<file path="config.mk">
export PLATFORM = sky130hd
export DESIGN_NAME = ebse_cmd_queue
export DESIGN_NICKNAME = d
export VERILOG_FILES = /design/src/ebse_pkg.sv /design/src/ebse_cmd_queue.sv
export SDC_FILE = /design/constraint.sdc
export NUM_CORES = 1
export LEC_CHECK = 0
export CAP_MARGIN = 20
export CORE_UTILIZATION = 35
export DETAILED_ROUTE_END_ITERATION = 10
export DONT_BUFFER_PORTS = 1
export PLACE_DENSITY = 0.49
export SKIP_CTS_REPAIR_TIMING = 1
export SYNTH_ARGS = -nofsm -noshare
export SYNTH_HDL_FRONTEND = slang
export SYNTH_SLANG_ARGS = --single-unit
</file>
<file path="constraint.sdc">
create_clock -name clk_i -period 6.4 [get_ports clk_i]
set_input_delay 1.28 -clock clk_i [delete_from_list [all_inputs] [get_ports clk_i]]
set_output_delay 1.28 -clock clk_i [all_outputs]
set_load 0.01 [all_outputs]
</file>
<file path="src/ebse_pkg.sv">
// ----------------------------------------------------------------------------
// ebse_pkg
// Types, constants and helpers of the encoder state estimator.
// ----------------------------------------------------------------------------
package ebse_pkg;

  localparam int NUM_JOINTS = 16;
  localparam int JOINT_W    = 4;
  localparam int HIST_W     = 3 * 32;

  localparam int CMD_DEPTH  = 2;
  localparam int CMD_PTR_W  = $clog2(CMD_DEPTH);

  localparam int CFG_IDX_W  = 3;
  localparam logic [CFG_IDX_W-1:0] CFG_INVERT_MASK_SQUARE  = 3'd0;
  localparam logic [CFG_IDX_W-1:0] CFG_INVERT_MASK_ADAPTER = 3'd1;
  localparam logic [CFG_IDX_W-1:0] CFG_INVERT_MASK_DEFAULT = 3'd2;
  localparam logic [CFG_IDX_W-1:0] CFG_RADIANS_PER_COUNT   = 3'd3;
  localparam logic [CFG_IDX_W-1:0] CFG_SAMPLES_PER_SECOND  = 3'd4;

  localparam logic [15:0] SPS_RESET = 16'd1000;

  localparam logic [1:0] STYLE_SQUARE  = 2'd0;
  localparam logic [1:0] STYLE_ADAPTER = 2'd1;

  // Butterworth coefficients, Q2.22
  localparam logic signed [23:0] CB0 = 24'sd120125;
  localparam logic signed [23:0] CB1 = 24'sd360333;
  localparam logic signed [23:0] CA1 = 24'sd6370728;
  localparam logic signed [23:0] CA2 = -24'sd4026532;
  localparam logic signed [23:0] CA3 = 24'sd889192;

  localparam logic [2:0] TAP_LAST = 3'd6;

  typedef enum logic {
    MODE_SAMPLE = 1'b0,
    MODE_LOAD   = 1'b1
  } ebse_mode_e;

  typedef enum logic {
    CMD_SAMPLE = 1'b0,
    CMD_LOAD   = 1'b1
  } ebse_cmd_e;

  typedef enum logic [2:0] {
    BK_IDLE,
    BK_MUL,
    BK_ACC,
    BK_RND,
    BK_VEL,
    BK_DONE
  } ebse_bk_state_e;

  typedef struct packed {
    ebse_cmd_e          kind;
    logic [JOINT_W-1:0] joint;
    logic signed [31:0] value;
  } ebse_cmd_t;

  typedef struct packed {
    logic [15:0] mask_square;
    logic [15:0] mask_adapter;
    logic [15:0] mask_default;
    logic [31:0] rad_per_count;
    logic [15:0] samples_per_sec;
  } ebse_cfg_t;

  // Tap order: x, x1, x2, x3, y1, y2, y3
  function automatic logic signed [23:0] ebse_coef(logic [2:0] tap);
    logic signed [23:0] c;
    unique case (tap)
      3'd0:    c = CB0;
      3'd1:    c = CB1;
      3'd2:    c = CB1;
      3'd3:    c = CB0;
      3'd4:    c = CA1;
      3'd5:    c = CA2;
      3'd6:    c = CA3;
      default: c = '0;
    endcase
    return c;
  endfunction

  function automatic logic signed [31:0] ebse_sat32(logic signed [63:0] v);
    logic signed [31:0] r;
    if (v > 64'sd2147483647) begin
      r = 32'sh7FFFFFFF;
    end else if (v < -64'sd2147483648) begin
      r = 32'sh80000000;
    end else begin
      r = v[31:0];
    end
    return r;
  endfunction

endpackage

</file>
<file path="src/ebse_cmd_queue.sv">
// ----------------------------------------------------------------------------
// ebse_cmd_queue
// Short command queue between the front end and the filter back end.
// ----------------------------------------------------------------------------
module ebse_cmd_queue (
  input  logic                clk_i,
  input  logic                rst_ni,
  input  logic                push_i,
  input  ebse_pkg::ebse_cmd_t data_i,
  output logic                full_o,
  input  logic                pop_i,
  output ebse_pkg::ebse_cmd_t data_o,
  output logic                empty_o
);
  import ebse_pkg::*;

  ebse_cmd_t            slot_q [CMD_DEPTH];
  logic [CMD_PTR_W-1:0] wr_ptr_q;
  logic [CMD_PTR_W-1:0] rd_ptr_q;
  logic [CMD_PTR_W:0]   count_q;
  logic                 do_push;
  logic                 do_pop;

  assign full_o  = count_q == (CMD_PTR_W + 1)'(CMD_DEPTH);
  assign empty_o = count_q == '0;
  assign do_push = push_i && !full_o;
  assign do_pop  = pop_i && !empty_o;
  assign data_o  = slot_q[rd_ptr_q];

  always_ff @(posedge clk_i or negedge rst_ni) begin
    if (!rst_ni) begin
      wr_ptr_q <= '0;
      rd_ptr_q <= '0;
      count_q  <= '0;
    end else begin
      if (do_push) begin
        wr_ptr_q <= wr_ptr_q + 1'b1;
      end
      if (do_pop) begin
        rd_ptr_q <= rd_ptr_q + 1'b1;
      end
      if (do_push && !do_pop) begin
        count_q <= count_q + 1'b1;
      end else if (do_pop && !do_push) begin
        count_q <= count_q - 1'b1;
      end
    end
  end

  always_ff @(posedge clk_i) begin
    if (do_push) begin
      slot_q[wr_ptr_q] <= data_i;
    end
  end

endmodule

</file>
# Word level (Yosys, flattened, before mapping)

Memory sizes are Yosys's and may differ from the RTL's.
Index checks and enable logic that the tools add are counted.

Memories kept: 1
Register bits after elaboration: 4
Input bits: 41
Latch bits: 0
Bits in read-only memories: 0
Bits in writable memories: 74
Output and inout bits: 39

Memory list:

| name   | depth | width | rd ports | clocked after memory_dff | wr ports | RTL line             | RTL |
|---|---|---|---|---|---|---|---|
| slot_q | 2     | 37    | 1        | 0                        | 1        | ebse_cmd_queue.sv:17 | `ebse_cmd_t slot_q [CMD_DEPTH];` |

Reduce and logical (&&, ||, !) cells: 10
$lt $le $gt $ge: 0
Muxes and demuxes: 4
Equal/unequal tests: 1
Bitwise gates (word level): 0
Div/mod/pow operators: 0
Add/subtract/negate cells: 4
Shift-type cells: 0
$mul: 0

Operator list:

| kind                                             | number |
|---|---|
| logical AND 1 bit                                | 4 |
| logical NOT 1 bit                                | 4 |
| 2-to-1 mux 2 bit                                 | 2 |
| adder 1 bit, second input constant               | 2 |
| adder 2 x 1 -> 2 bit, second input constant      | 1 |
| equality test 2 bit, second input constant       | 1 |
| logical NOT 2 bit                                | 1 |
| 2-to-1 mux 1 bit                                 | 2 |
| nonzero test 2 bit                               | 1 |
| subtractor 2 x 1 -> 2 bit, second input constant | 1 |

# Depth between registers and ports, before layout

Word-level depth: 7
Gate-level depth with buffers: 7
Depth with buffers taken out: 7

# Least setup slack after synthesis

OpenSTA, ideal clock, no wires.

Kind: input -> register
Start: in push_i
End: mem slot_q[0][0] (netlist bit) (enable)
Stages: 2
Arrival time: 2930 ps
Library setup time: 431 ps
Setup slack: 3039 ps
Path buffers: 0
Path through: nand2_1 -> nor2_1

Cells in the longest elaborated chain, start to end: 3

Ends and longest elaborated chain:

| element                                | RTL line             | RTL |
|---|---|---|
| from (decl)                            | ebse_cmd_queue.sv:8  | `input logic push_i,` |
| logical AND 1 bit                      | ebse_cmd_queue.sv:26 | `assign do_push = push_i && !full_o;` |
| 2-to-1 mux 1 bit                       | ebse_cmd_queue.sv:51 | `if (do_push) begin` |
| 2-to-1 mux 1 bit (implied by the code) | ebse_cmd_queue.sv:52 | `slot_q[wr_ptr_q] <= data_i;` |
| to (decl)                              | ebse_cmd_queue.sv:17 |  |

Every way passes these cells.

==> results_dict.tcl <==
set metrics [dict create \
    drv_cap 0 \
    rows 33 \
    power_density_nw_per_um2 479 \
    status "complete, no violations" \
    antenna_found_initial 0 \
    die_w_um 93.8 \
    end_kind "primary output" \
    vdd_drop_max_mv 0.250 \
    power_switching_mw 0.439 \
    cp_top_family "flip-flops" \
    switching_share_pct 27.6 \
    max_freq_mhz 341 \
    power_frac_seq_pct 47.8 \
    relSlewSlack_pct 41.5 \
    critPathKind "reg -> out" \
    cts_tree "built" \
    place_hpwl_mm 2.76 \
    drt_wl_total_mm 4.32 \
    critPathMaxFanout 22 \
    top_layer_used "met4" \
    required_ns 5.12 \
    wl_met2_mm 2.23 \
    yosys-top-cells-count "74 x edfxtp_1, 20 x mux2_4, 17 x mux2_2" \
    grt_overflow 0 \
    wl_met1_mm 1.60 \
    yosys_warnings 0 \
    clk_latency_ns 0.33 \
    pwr-share-clk_pct 25.9 \
    globalplace.congestion 0.631 \
    clk_pin_slew_worst_paths_ns 0.07 \
    final_area_um2 3330 \
    cp_num_buf_inv 1 \
    slew_viol_final 0 \
    syn_inst 134 \
    htreeDepth 3 \
    grt_start_max_net_pins 39 \
    drive_above_1_share_pct 37.4 \
    hp-class "reg -> reg" \
    fin_worst_skew_ns 0.00482 \
    synth_edf_count 74 \
    fp.dieArea_um2 8800 \
    rsz0062_at_grt "false" \
    synth_top_cell_area_share_pct 75.4 \
    clk_path_buf_depth 2 \
    cellLeakagePower_nw 1.16 \
    synth_top_area_cell "edfxtp_1" \
    hold_violations 0 \
    fin_crit_sh_pct 45.8 \
    synthArstFlopShare_pct 5.13 \
    cp_cell_sequence "buf_12 -> mux2_2" \
    drc 0 \
    critPathMaxStageDelay_ns 0.66 \
    grt_usage_pct 10.3 \
    met3_length_um 427 \
    nets 185 \
    die_h_um 93.8 \
    worst_pin_slew_ns 0.878 \
    startpoint_type "register" \
    cts_buffers 9 \
    pwr-share-comb_pct 26.2 \
    cts.sinks 78 \
    diodes 0 \
    grt_pass1_wl_mm 6.46 \
    synth_ff_type "edfxtp_1" \
    root_buffer "clkbuf_8" \
    p_int_mw 1.15 \
    syn_area_um2 2950 \
    setup-tns-final_ns 0 \
    portBuffers 0 \
    io_pins 80 \
    placed_cell_area_um2 3050 \
    synth_seq_cells 78 \
    initial_core_util_pct 36.1 \
    synth_cell_type_count 15 \
    syn_to_final_growth_pct 12.8 \
    period_needed_ns 2.93 \
    wl_per_cell_um 17.2 \
    synthTopCellsByArea "edfxtp_1 75%, mux2_4 10%, mux2_2 6.5%, dfrtp_1 3.4%, buf_6 1.1%" \
    drt-pass1-iter-count 3 \
    slowest_stage "dfrtp_2" \
    synth_most_common_cell "edfxtp_1" \
    syn_area_per_cell_um2 22.0 \
    vias_per_cell 4.60 \
    core_area_um2 8180 \
    vias 1160 \
    detail-route-antenna-nets 0 \
    grt_pass1_vias 1343 \
    dr.first_iter.drc_count 54 \
    setup_violations 0 \
    crit_arrival_ns 1.65 \
    synth_seq_area_share_pct 78.7 \
    synth_fp_nets 176 \
]
## registers in the layout (all words and copies together) (netlist names)
register / count
slot_q: 74
count_q: 2
rd_ptr_q: 1
wr_ptr_q: 1
## placed cells by master, fill, tap and decap left out, drive strengths merged
cell type	synthesis	final
buf	4	2
inv	2	2
ha	1	1
nor2	3	3
bufinv	0	3
nand2	1	1
xnor2	3	3
xor2	2	2
mux2	37	37
o21ai	1	1
edfxtp	74	74
dfrtp	4	4
and3	1	1
clkinv	0	2
nand2b	1	1
clkbuf	0	10
## cell families after synthesis
| family | share of synthesized area (%) |
|---|---|
| buffers and inverters | 1.57 |
| multiplexers | 16.7 |
| AND/OR/NAND/NOR | 0.934 |
| flip-flops | 78.7 |
| adder cells (fa/ha/maj) | 0.424 |
| XOR/XNOR | 1.49 |
| AO/OA/AOI/OAI | 0.170 |
## per-layer routing
metal	global-route usage (%)	up-vias
met5	0	-
met4	6.41	0
met3	4.53	8
met2	17.3	56
met1	10.6	564
li1	-	532
## layout make-up
cell class | count | area [um^2]
clock buffers | 10 | 128
clock inverters | 5 | 98.8
fillers | 720 | 4850
inverters | 2 | 7.51
multi-input cells | 50 | 589
flip-flops and latches | 78 | 2320
well taps | 105 | 131
repair buffers | 2 | 47.5
## power by group through the flow
stage          sequential [mW]  clock [mW]  combinational [mW]
2_1_floorplan            0.741           0               0.377
3_3_place_gp             0.799           0               0.359
3_5_place_dp             0.811           0               0.371
4_1_cts                  0.800       0.426               0.370
5_1_grt                  0.776       0.446               0.449
6_report                 0.762       0.413               0.418
## final timing paths
kind	start	endpoint	slack [ns]	cells past startpoint
min reg2reg	count_q[1]	count_q[1]	0.56	1
min	count_q[1]	count_q[1]	0.56	1
max reg2reg	count_q[0]	slot_q[1][1]	4.61	2
max	rd_ptr_q	data_o[36]	3.47	2
min in group asynchronous	rst_ni	rd_ptr_q	0.64	0
max in group asynchronous	rst_ni	rd_ptr_q	5.69	0
## per-stage QoR
stage                     power (mW)  utilization (%)  hold WS [ns]  cells  worst slack, ns
after CTS                       1.60             40.1         0.544    250             3.18
after floorplan                 1.12                -         0.461    134             3.04
after global placement          1.16             37.3         0.507    235             3.62
after detailed placement        1.18             37.3         0.526    235             3.55
after global routing            1.67             40.7         0.565    252             3.37
final                           1.59             40.7         0.560    252             3.47
Power figures use the tool's default switching activity.
