**src/ebse_pkg.sv**
```systemverilog
// ----------------------------------------------------------------------------
// ebse_pkg
// Types, constants and helpers of the encoder state estimator.
// ----------------------------------------------------------------------------
package ebse_pkg;

  localparam int NUM_JOINTS = 16;
  localparam int JOINT_W    = 4;
  localparam int HIST_W     = 3 * 32;

  localparam int CMD_DEPTH  = 2;
  localparam int CMD_PTR_W  = $clog2(CMD_DEPTH);

  localparam int CFG_IDX_W  = 3;
  localparam logic [CFG_IDX_W-1:0] CFG_INVERT_MASK_SQUARE  = 3'd0;
  localparam logic [CFG_IDX_W-1:0] CFG_INVERT_MASK_ADAPTER = 3'd1;
  localparam logic [CFG_IDX_W-1:0] CFG_INVERT_MASK_DEFAULT = 3'd2;
  localparam logic [CFG_IDX_W-1:0] CFG_RADIANS_PER_COUNT   = 3'd3;
  localparam logic [CFG_IDX_W-1:0] CFG_SAMPLES_PER_SECOND  = 3'd4;

  localparam logic [15:0] SPS_RESET = 16'd1000;

  localparam logic [1:0] STYLE_SQUARE  = 2'd0;
  localparam logic [1:0] STYLE_ADAPTER = 2'd1;

  // Butterworth coefficients, Q2.22
  localparam logic signed [23:0] CB0 = 24'sd120125;
  localparam logic signed [23:0] CB1 = 24'sd360333;
  localparam logic signed [23:0] CA1 = 24'sd6370728;
  localparam logic signed [23:0] CA2 = -24'sd4026532;
  localparam logic signed [23:0] CA3 = 24'sd889192;

  localparam logic [2:0] TAP_LAST = 3'd6;

  typedef enum logic {
    MODE_SAMPLE = 1'b0,
    MODE_LOAD   = 1'b1
  } ebse_mode_e;

  typedef enum logic {
    CMD_SAMPLE = 1'b0,
    CMD_LOAD   = 1'b1
  } ebse_cmd_e;

  typedef enum logic [2:0] {
    BK_IDLE,
    BK_MUL,
    BK_ACC,
    BK_RND,
    BK_VEL,
    BK_DONE
  } ebse_bk_state_e;

  typedef struct packed {
    ebse_cmd_e          kind;
    logic [JOINT_W-1:0] joint;
    logic signed [31:0] value;
  } ebse_cmd_t;

  typedef struct packed {
    logic [15:0] mask_square;
    logic [15:0] mask_adapter;
    logic [15:0] mask_default;
    logic [31:0] rad_per_count;
    logic [15:0] samples_per_sec;
  } ebse_cfg_t;

  // Tap order: x, x1, x2, x3, y1, y2, y3
  function automatic logic signed [23:0] ebse_coef(logic [2:0] tap);
    logic signed [23:0] c;
    unique case (tap)
      3'd0:    c = CB0;
      3'd1:    c = CB1;
      3'd2:    c = CB1;
      3'd3:    c = CB0;
      3'd4:    c = CA1;
      3'd5:    c = CA2;
      3'd6:    c = CA3;
      default: c = '0;
    endcase
    return c;
  endfunction

  function automatic logic signed [31:0] ebse_sat32(logic signed [63:0] v);
    logic signed [31:0] r;
    if (v > 64'sd2147483647) begin
      r = 32'sh7FFFFFFF;
    end else if (v < -64'sd2147483648) begin
      r = 32'sh80000000;
    end else begin
      r = v[31:0];
    end
    return r;
  endfunction

endpackage

```
**src/ebse_front.sv**
```systemverilog
// ----------------------------------------------------------------------------
// ebse_front
// Accepts items, classifies them and turns encoder counts into Q12.20 angles.
// ----------------------------------------------------------------------------
module ebse_front (
  input  logic                              clk_i,
  input  logic                              rst_ni,
  input  logic                              in_push_i,
  output logic                              in_full_o,
  input  logic                              mode_i,
  input  logic [ebse_pkg::JOINT_W-1:0]      joint_index_i,
  input  logic signed [31:0]                encoder_count_i,
  input  logic signed [31:0]                encoder_offset_i,
  input  logic [1:0]                        tool_style_i,
  input  logic signed [31:0]                reset_position_i,
  input  ebse_pkg::ebse_cfg_t               cfg_i,
  output ebse_pkg::ebse_cmd_t               cmd_o,
  output logic                              cmd_push_o,
  input  logic                              cmd_full_i
);
  import ebse_pkg::*;

  logic en;

  // stage A: registered item
  logic                     a_v_q;
  logic                     a_mode_q;
  logic [JOINT_W-1:0]       a_joint_q;
  logic signed [31:0]       a_count_q;
  logic signed [31:0]       a_offset_q;
  logic [1:0]               a_style_q;
  logic signed [31:0]       a_rpos_q;

  logic [15:0]              a_mask;
  logic                     a_inv;
  logic                     a_in_range;
  logic signed [32:0]       a_cnt;
  logic signed [32:0]       a_cnt_s;
  logic signed [33:0]       a_diff;
  logic [33:0]              a_mag;

  // stage B: magnitude times scale
  logic                     b_v_q;
  ebse_cmd_e                b_kind_q;
  logic [JOINT_W-1:0]       b_joint_q;
  logic                     b_neg_q;
  logic [33:0]              b_mag_q;
  logic signed [31:0]       b_rpos_q;
  logic [49:0]              b_phi;
  logic [50:0]              b_plo;

  // stage C: combine, round and saturate
  logic                     c_v_q;
  ebse_cmd_e                c_kind_q;
  logic [JOINT_W-1:0]       c_joint_q;
  logic                     c_neg_q;
  logic [49:0]              c_phi_q;
  logic [50:0]              c_plo_q;
  logic signed [31:0]       c_rpos_q;
  logic [54:0]              c_sum;
  logic signed [31:0]       c_pos;

  // stall the whole pipe while the last stage cannot hand off
  assign en        = !(c_v_q && cmd_full_i);
  assign in_full_o = !en;

  always_ff @(posedge clk_i or negedge rst_ni) begin
    if (!rst_ni) begin
      a_v_q <= 1'b0;
      b_v_q <= 1'b0;
      c_v_q <= 1'b0;
    end else if (en) begin
      a_v_q <= in_push_i;
      b_v_q <= a_v_q && a_in_range;
      c_v_q <= b_v_q;
    end
  end

  always_ff @(posedge clk_i) begin
    if (en) begin
      a_mode_q   <= mode_i;
      a_joint_q  <= joint_index_i;
      a_count_q  <= encoder_count_i;
      a_offset_q <= encoder_offset_i;
      a_style_q  <= tool_style_i;
      a_rpos_q   <= reset_position_i;

      b_kind_q  <= (a_mode_q == MODE_LOAD) ? CMD_LOAD : CMD_SAMPLE;
      b_joint_q <= a_joint_q;
      b_neg_q   <= a_diff[33];
      b_mag_q   <= a_mag;
      b_rpos_q  <= a_rpos_q;

      c_kind_q  <= b_kind_q;
      c_joint_q <= b_joint_q;
      c_neg_q   <= b_neg_q;
      c_phi_q   <= b_phi;
      c_plo_q   <= b_plo;
      c_rpos_q  <= b_rpos_q;
    end
  end

  always_comb begin
    case (a_style_q)
      STYLE_SQUARE:  a_mask = cfg_i.mask_square;
      STYLE_ADAPTER: a_mask = cfg_i.mask_adapter;
      default:       a_mask = cfg_i.mask_default;
    endcase
    a_inv      = a_mask[a_joint_q];
    a_in_range = int'(a_joint_q) < NUM_JOINTS;
    a_cnt      = 33'(a_count_q);
    a_cnt_s    = a_inv ? -a_cnt : a_cnt;
    a_diff     = 34'(a_cnt_s) - 34'(a_offset_q);
    a_mag      = a_diff[33] ? 34'(-a_diff) : 34'(a_diff);
  end

  assign b_phi = b_mag_q * cfg_i.rad_per_count[31:16];
  assign b_plo = 51'(b_mag_q) * 51'(cfg_i.rad_per_count[15:0]) + 51'd2048;

  always_comb begin
    c_sum = {1'b0, c_phi_q, 4'b0000} + 55'(c_plo_q[50:12]);
    if (c_neg_q) begin
      c_pos = (c_sum >= 55'h80000000) ? 32'sh80000000 : 32'(-c_sum);
    end else begin
      c_pos = (c_sum > 55'h7FFFFFFF) ? 32'sh7FFFFFFF : 32'(c_sum);
    end
  end

  assign cmd_o.kind  = c_kind_q;
  assign cmd_o.joint = c_joint_q;
  assign cmd_o.value = (c_kind_q == CMD_LOAD) ? c_rpos_q : c_pos;
  assign cmd_push_o  = c_v_q && !cmd_full_i;

endmodule

```
**config.mk**
```make
export PLATFORM = sky130hd
export DESIGN_NAME = ebse_front
export DESIGN_NICKNAME = d
export VERILOG_FILES = /design/src/ebse_pkg.sv /design/src/ebse_front.sv
export SDC_FILE = /design/constraint.sdc
export NUM_CORES = 2
export LEC_CHECK = 0
export ABC_AREA = 1
export BUFFER_PORTS_ARGS = -buffer_cell sky130_fd_sc_hd__buf_4
export CAP_MARGIN = 5
export CORE_ASPECT_RATIO = 0.6
export CORE_UTILIZATION = 70
export DETAILED_ROUTE_END_ITERATION = 16
export GPL_TIMING_DRIVEN = 0
export PLACE_DENSITY = 0.89
export REMOVE_ABC_BUFFERS = 1
export SYNTH_ARGS = -nofsm -noshare
export SYNTH_HDL_FRONTEND = slang
export SYNTH_SLANG_ARGS = --single-unit
```
**constraint.sdc**
```tcl
create_clock -name clk_i -period 18.4 [get_ports clk_i]
set_input_delay 0.92 -clock clk_i [delete_from_list [all_inputs] [get_ports clk_i]]
set_output_delay 0.92 -clock clk_i [all_outputs]
set_load 0.05 [all_outputs]
```
Word-level counts from Yosys, hierarchy flattened --
Index checks and enable logic that the tools add are counted.
Word-level totals: register bits 317, output and inout port bits 39
Operators by class: $add $sub $neg 6, multipliers 2, magnitude comparators 3, eq/ne operators 1, multiplexer cells 10, reductions and logical operators 4
Operator list (count):
- 32-bit two-way mux | 4
- 34-bit by 16-bit multiplier with 50-bit output | 2
- 33-bit two-way mux | 2
- 54-bit by 39-bit adder with 55-bit output | 1
- 55-bit by 32-bit >= comparator with 1-bit output, second input constant | 1
- 55-bit by 31-bit greater-than comparator with 1-bit output, second input constant | 1
- 50-bit by 12-bit adder with 51-bit output, second input constant | 1
- 34-bit negator | 1
- 33-bit by 32-bit subtractor with 34-bit output | 1
- 32-bit negator with 33-bit output | 1
- 32-bit negator | 1
- 16-bit case mux with 2 select lines | 1
- 4-bit by 5-bit less-than comparator with 1-bit output, second input constant | 1
- 1-bit binary-select mux with 4-bit select | 1
- 2-bit by 1-bit equality test with 1-bit output, second input constant | 1
- 1-bit logical AND | 2
- 2-bit logical NOT | 1
- 1-bit two-way mux | 2
- 1-bit logical NOT | 1

Depth between registers and ports, before layout --
depth after elaboration 8, gate-level depth with buffers 35, depth with buffers taken out 34

Worst setup path before layout --
Ideal clock, no wire load.
kind in2out, start point input cmd_full_i, end point output in_full_o, data arrival time 9.633 ns, data required time 17.480 ns, setup slack 7.847 ns, cell stages on the path 2, path buffers 0, path through nand2_1 inv_1
On the way: word-level cells in the longest chain between the ends 1
Ends and longest elaborated chain:
- start, declared | line ebse_front.sv:19 | input logic cmd_full_i
- 1-bit logical AND | line ebse_front.sv:64 | assign en = !(c_v_q && cmd_full_i);
- end, declared | line ebse_front.sv:9 | output logic in_full_o,
Every way passes these cells.

Final worst setup path --
start point register b_mag_q[16], end point register c_plo_q[48], data pin
On the way: word-level cells in the longest chain between the ends 2
Ends and longest elaborated chain:
- start, declared | line ebse_front.sv:47 | logic [33:0] b_mag_q;
- start signal, assigned | line ebse_front.sv:91 | b_mag_q <= a_mag;
- 34-bit by 16-bit multiplier with 50-bit output | line ebse_front.sv:118 | assign b_plo = 51'(b_mag_q) * 51'(cfg_i.rad_per_count[15:0]) + 51'd2048;
- 50-bit by 12-bit adder with 51-bit output | line ebse_front.sv:118
- via b_plo[48] | line ebse_front.sv:50 | logic [50:0] b_plo;
- end signal, assigned | line ebse_front.sv:98 | c_plo_q <= b_plo;
- end, declared | line ebse_front.sv:58 | logic [50:0] c_plo_q;
The timed path passes the listed nets, and every way through them passes these cells. A chain may end at the register's enable or synchronous reset.

==> impl_metrics.env <==
export IMPL_start_util_pct=71.4
export IMPL_clock_sinks=305
export IMPL_grt_overflow_total=0
export IMPL_crit_type="flop to flop"
export IMPL_crit_path_max_fanout=17
export IMPL_cp_depth=23
export IMPL_io_pins=242
export IMPL_ys_seq_area_share_pct=16.4
export IMPL_htreeDepth=1
export IMPL_worstSetupEndpoint="c_plo_q[48]"
export IMPL_groute_layer_met1_usage_pct=56.7
export IMPL_hpwl_mm=129
export IMPL_netlist_area_sq_um=55700
export IMPL_drive_gt1_share_pct=5.54
export IMPL_fp_dieArea_sq_um=80800
export IMPL_finClkSkew_ns=0.0301
export IMPL_drtAntennaViolNets=0
export IMPL_start_kind="flop"
export IMPL_tritoncts="built"
export IMPL_postCtsHoldBufs=0
export IMPL_drc=0
export IMPL_critical_path_top_delay_family="adder cells"
export IMPL_ctsResizeCount=0
export IMPL_critPathLaunch="b_mag_q[16]"
export IMPL_synthTopCellsByArea="fa_1 32%, edfxtp_1 16%, inv_1 14%"
export IMPL_syn_inst=7321
export IMPL_routed_via_density=5.67
export IMPL_die_h_um=221
export IMPL_worst_skew_pair_late_latency_ns=0.64
export IMPL_syn_to_final_growth_pct=7.35
export IMPL_fp_row_count=79
export IMPL_drt_wl_total_mm=162
export IMPL_clockRootBuffer="clkbuf_16"
export IMPL_hold_class="input pin to async pin"
export IMPL_critical_path_arrival_ns=8.05
export IMPL_grt_antenna_before_repair=6
export IMPL_io_buffers=225
export IMPL_reg2reg_depth=23
export IMPL_slew_headroom_pct=17.1
export IMPL_synth_warning_count=0
export IMPL_rsz0062_at_grt="no"
export IMPL_final_cell_mix="2085 x inv_1, 1997 x nand2_1, 895 x fa_1, 385 x nor2_1, 345 x ha_1"
export IMPL_period_share_pct=42.1
export IMPL_synthFlopType="edfxtp_1"
export IMPL_core_region_area_sq_um=78100
export IMPL_grt_busiest_layer="met2"
export IMPL_gp_congestion=1.04
export IMPL_setup_viol=0
export IMPL_synth_top_area_cell="fa_1"
export IMPL_crit_buf_inv=6
export IMPL_path_clk_slew_ns=0.07
export IMPL_timing_rr_end="c_plo_q[48]"
export IMPL_cp_slowest_cell="edfxtp_1"
export IMPL_synth_top_area_share_pct=32.2
export IMPL_yosysUniqueCellTypes=58
export IMPL_timing_critical_path_required_ns=18.71
export IMPL_hold_viol_final=0
export IMPL_synth_async_reset_ratio_pct=0.984
export IMPL_fmax_mhz=129
export IMPL_num_vias=47900
export IMPL_final_common_cell="inv_1"
export IMPL_critPathCaptureType="flop"
export IMPL_cts_buffer_depth=3
export IMPL_grt_max_degree=75
export IMPL_path_cells="buf_16 > nand2_1 > fa_1 > inv_1 > fa_1 > fa_1 > fa_1 > fa_1 > inv_1 > fa_1 > inv_1 > ha_1 > a21oi_1 > o21ai_0 > a21oi_1 > nand3_1 > a21oi_1 > inv_1 > a21oi_1 > inv_1 > nand2_1 > o211ai_1 > xor2_1"
export IMPL_first_pass_iters=9
export IMPL_maxSlewViolCount=0
export IMPL_crit_top_cell="fa_1"
export IMPL_wl_per_cell_um=19.2
export IMPL_r2r_slack_ns=10.65
export IMPL_track_usage_pct=41.3
export IMPL_syn_avg_cell_area_sq_um=7.61
export IMPL_crit_path_max_incr_delay_ns=1.06
export IMPL_tightest_slew_ns=1.24
export IMPL_synth_edf_count=302
export IMPL_global_route_usage_met3_pct=15.3
export IMPL_numCtsBuffers=31
export IMPL_post_route_min_period_ns=7.75
export IMPL_use_met2_pct=61.3
export IMPL_fin_nets=8802
export IMPL_chipWidth_um=366
export IMPL_status="completed"
export IMPL_maxCapViolCount=0
export IMPL_ys_ff_latch=305
export IMPL_grt_pass1_wl_mm=259
export IMPL_grt_pass1_vias=49300
export IMPL_fin_tns_setup_ns=0
export IMPL_final_util_pct=76.6
export IMPL_postCtsSetupRepairBufs=0
export IMPL_drt_iter0_markers=5716
export IMPL_r2r_start="b_mag_q[16]"
-- cell usage after synthesis, drive strengths merged, types with 6 or more instances --
library cell and n:
nand4 58, o21ai 105, inv 2088, a21o 6, xnor2 72, nor3 46, nand3b 12, o22ai 10
clkbuf 239, o221ai 10, nand2 2009, xor2 107, ha 345, or2 39, edfxtp 302, o21a 17
nor4 11, a21oi 226, nor2 406, a211oi 6, o31ai 6, fa 895, o21bai 14, a31oi 21
o211ai 9, buf 21, nand3 220
-- metal layers --
layer  part of all wire (%)  routed length [um]
met1                     39               62700
met4                    3.3                5320
met5                  0.031                  51
met2                     42               68300
met3                     16               26000
-- area by class of cell --
cell class	count	area (sq um)
antenna	6	15.0
timing repair buffer	265	2780
inverter	2089	7840
clock buffer	41	843
fill	5566	18300
clock inverter	15	165
multi-input combinational	4667	37700
tap	1053	1320
sequential	305	9140
-- logic make-up after synthesis --
| kind of cell | Yosys count | synth area share [%] |
|---|---|---|
| buffers and inverters | 2349 | 15.9 |
| XOR/XNOR | 179 | 2.88 |
| flip-flops | 305 | 16.4 |
| AO/OA/AOI/OAI | 444 | 4.53 |
| adder cells (fa/ha/maj) | 1240 | 39.9 |
| AND/OR/NAND/NOR | 2804 | 20.4 |
-- registers in the layout, indices dropped and copies added, names as in the netlist, 2 cells and up --
name / cells
b_joint_q: 4
a_offset_q: 32
b_rpos_q: 32
b_mag_q: 34
c_joint_q: 4
a_joint_q: 4
c_phi_q: 50
c_plo_q: 39
a_style_q: 2
c_rpos_q: 32
a_rpos_q: 32
a_count_q: 32
-- how the worst min path moves through the flow --
stage | slack (ns) | to | start
after floorplan | 0.40 | b_kind_q | a_mode_q
after global placement | 0.40 | b_rpos_q[6] | a_rpos_q[6]
after detailed placement | 0.40 | b_kind_q | a_mode_q
after CTS | 0.06 | c_v_q | rst_ni
after global routing | 0.07 | c_v_q | rst_ni
final | 0.08 | c_v_q | rst_ni
-- through the flow --
| step | instances | hold slack [ns] | setup WS [ns] | instance area [sq um] |
|---|---|---|---|---|
| 2_1_floorplan | 7061 | 0.400 | 7.85 | 54700 |
| 3_3_place_gp | 8339 | 0.401 | 6.32 | 57700 |
| 3_5_place_dp | 8375 | 0.405 | 10.80 | 58700 |
| 4_1_cts | 8431 | 0.0569 | 10.79 | 59700 |
| 5_1_grt | 8435 | 0.0659 | 10.46 | 59800 |
| 6_report | 8441 | 0.0756 | 10.65 | 59800 |
Power is not shown: default switching activity piles up to over one toggle a cycle in this logic, so the estimate is an artifact.
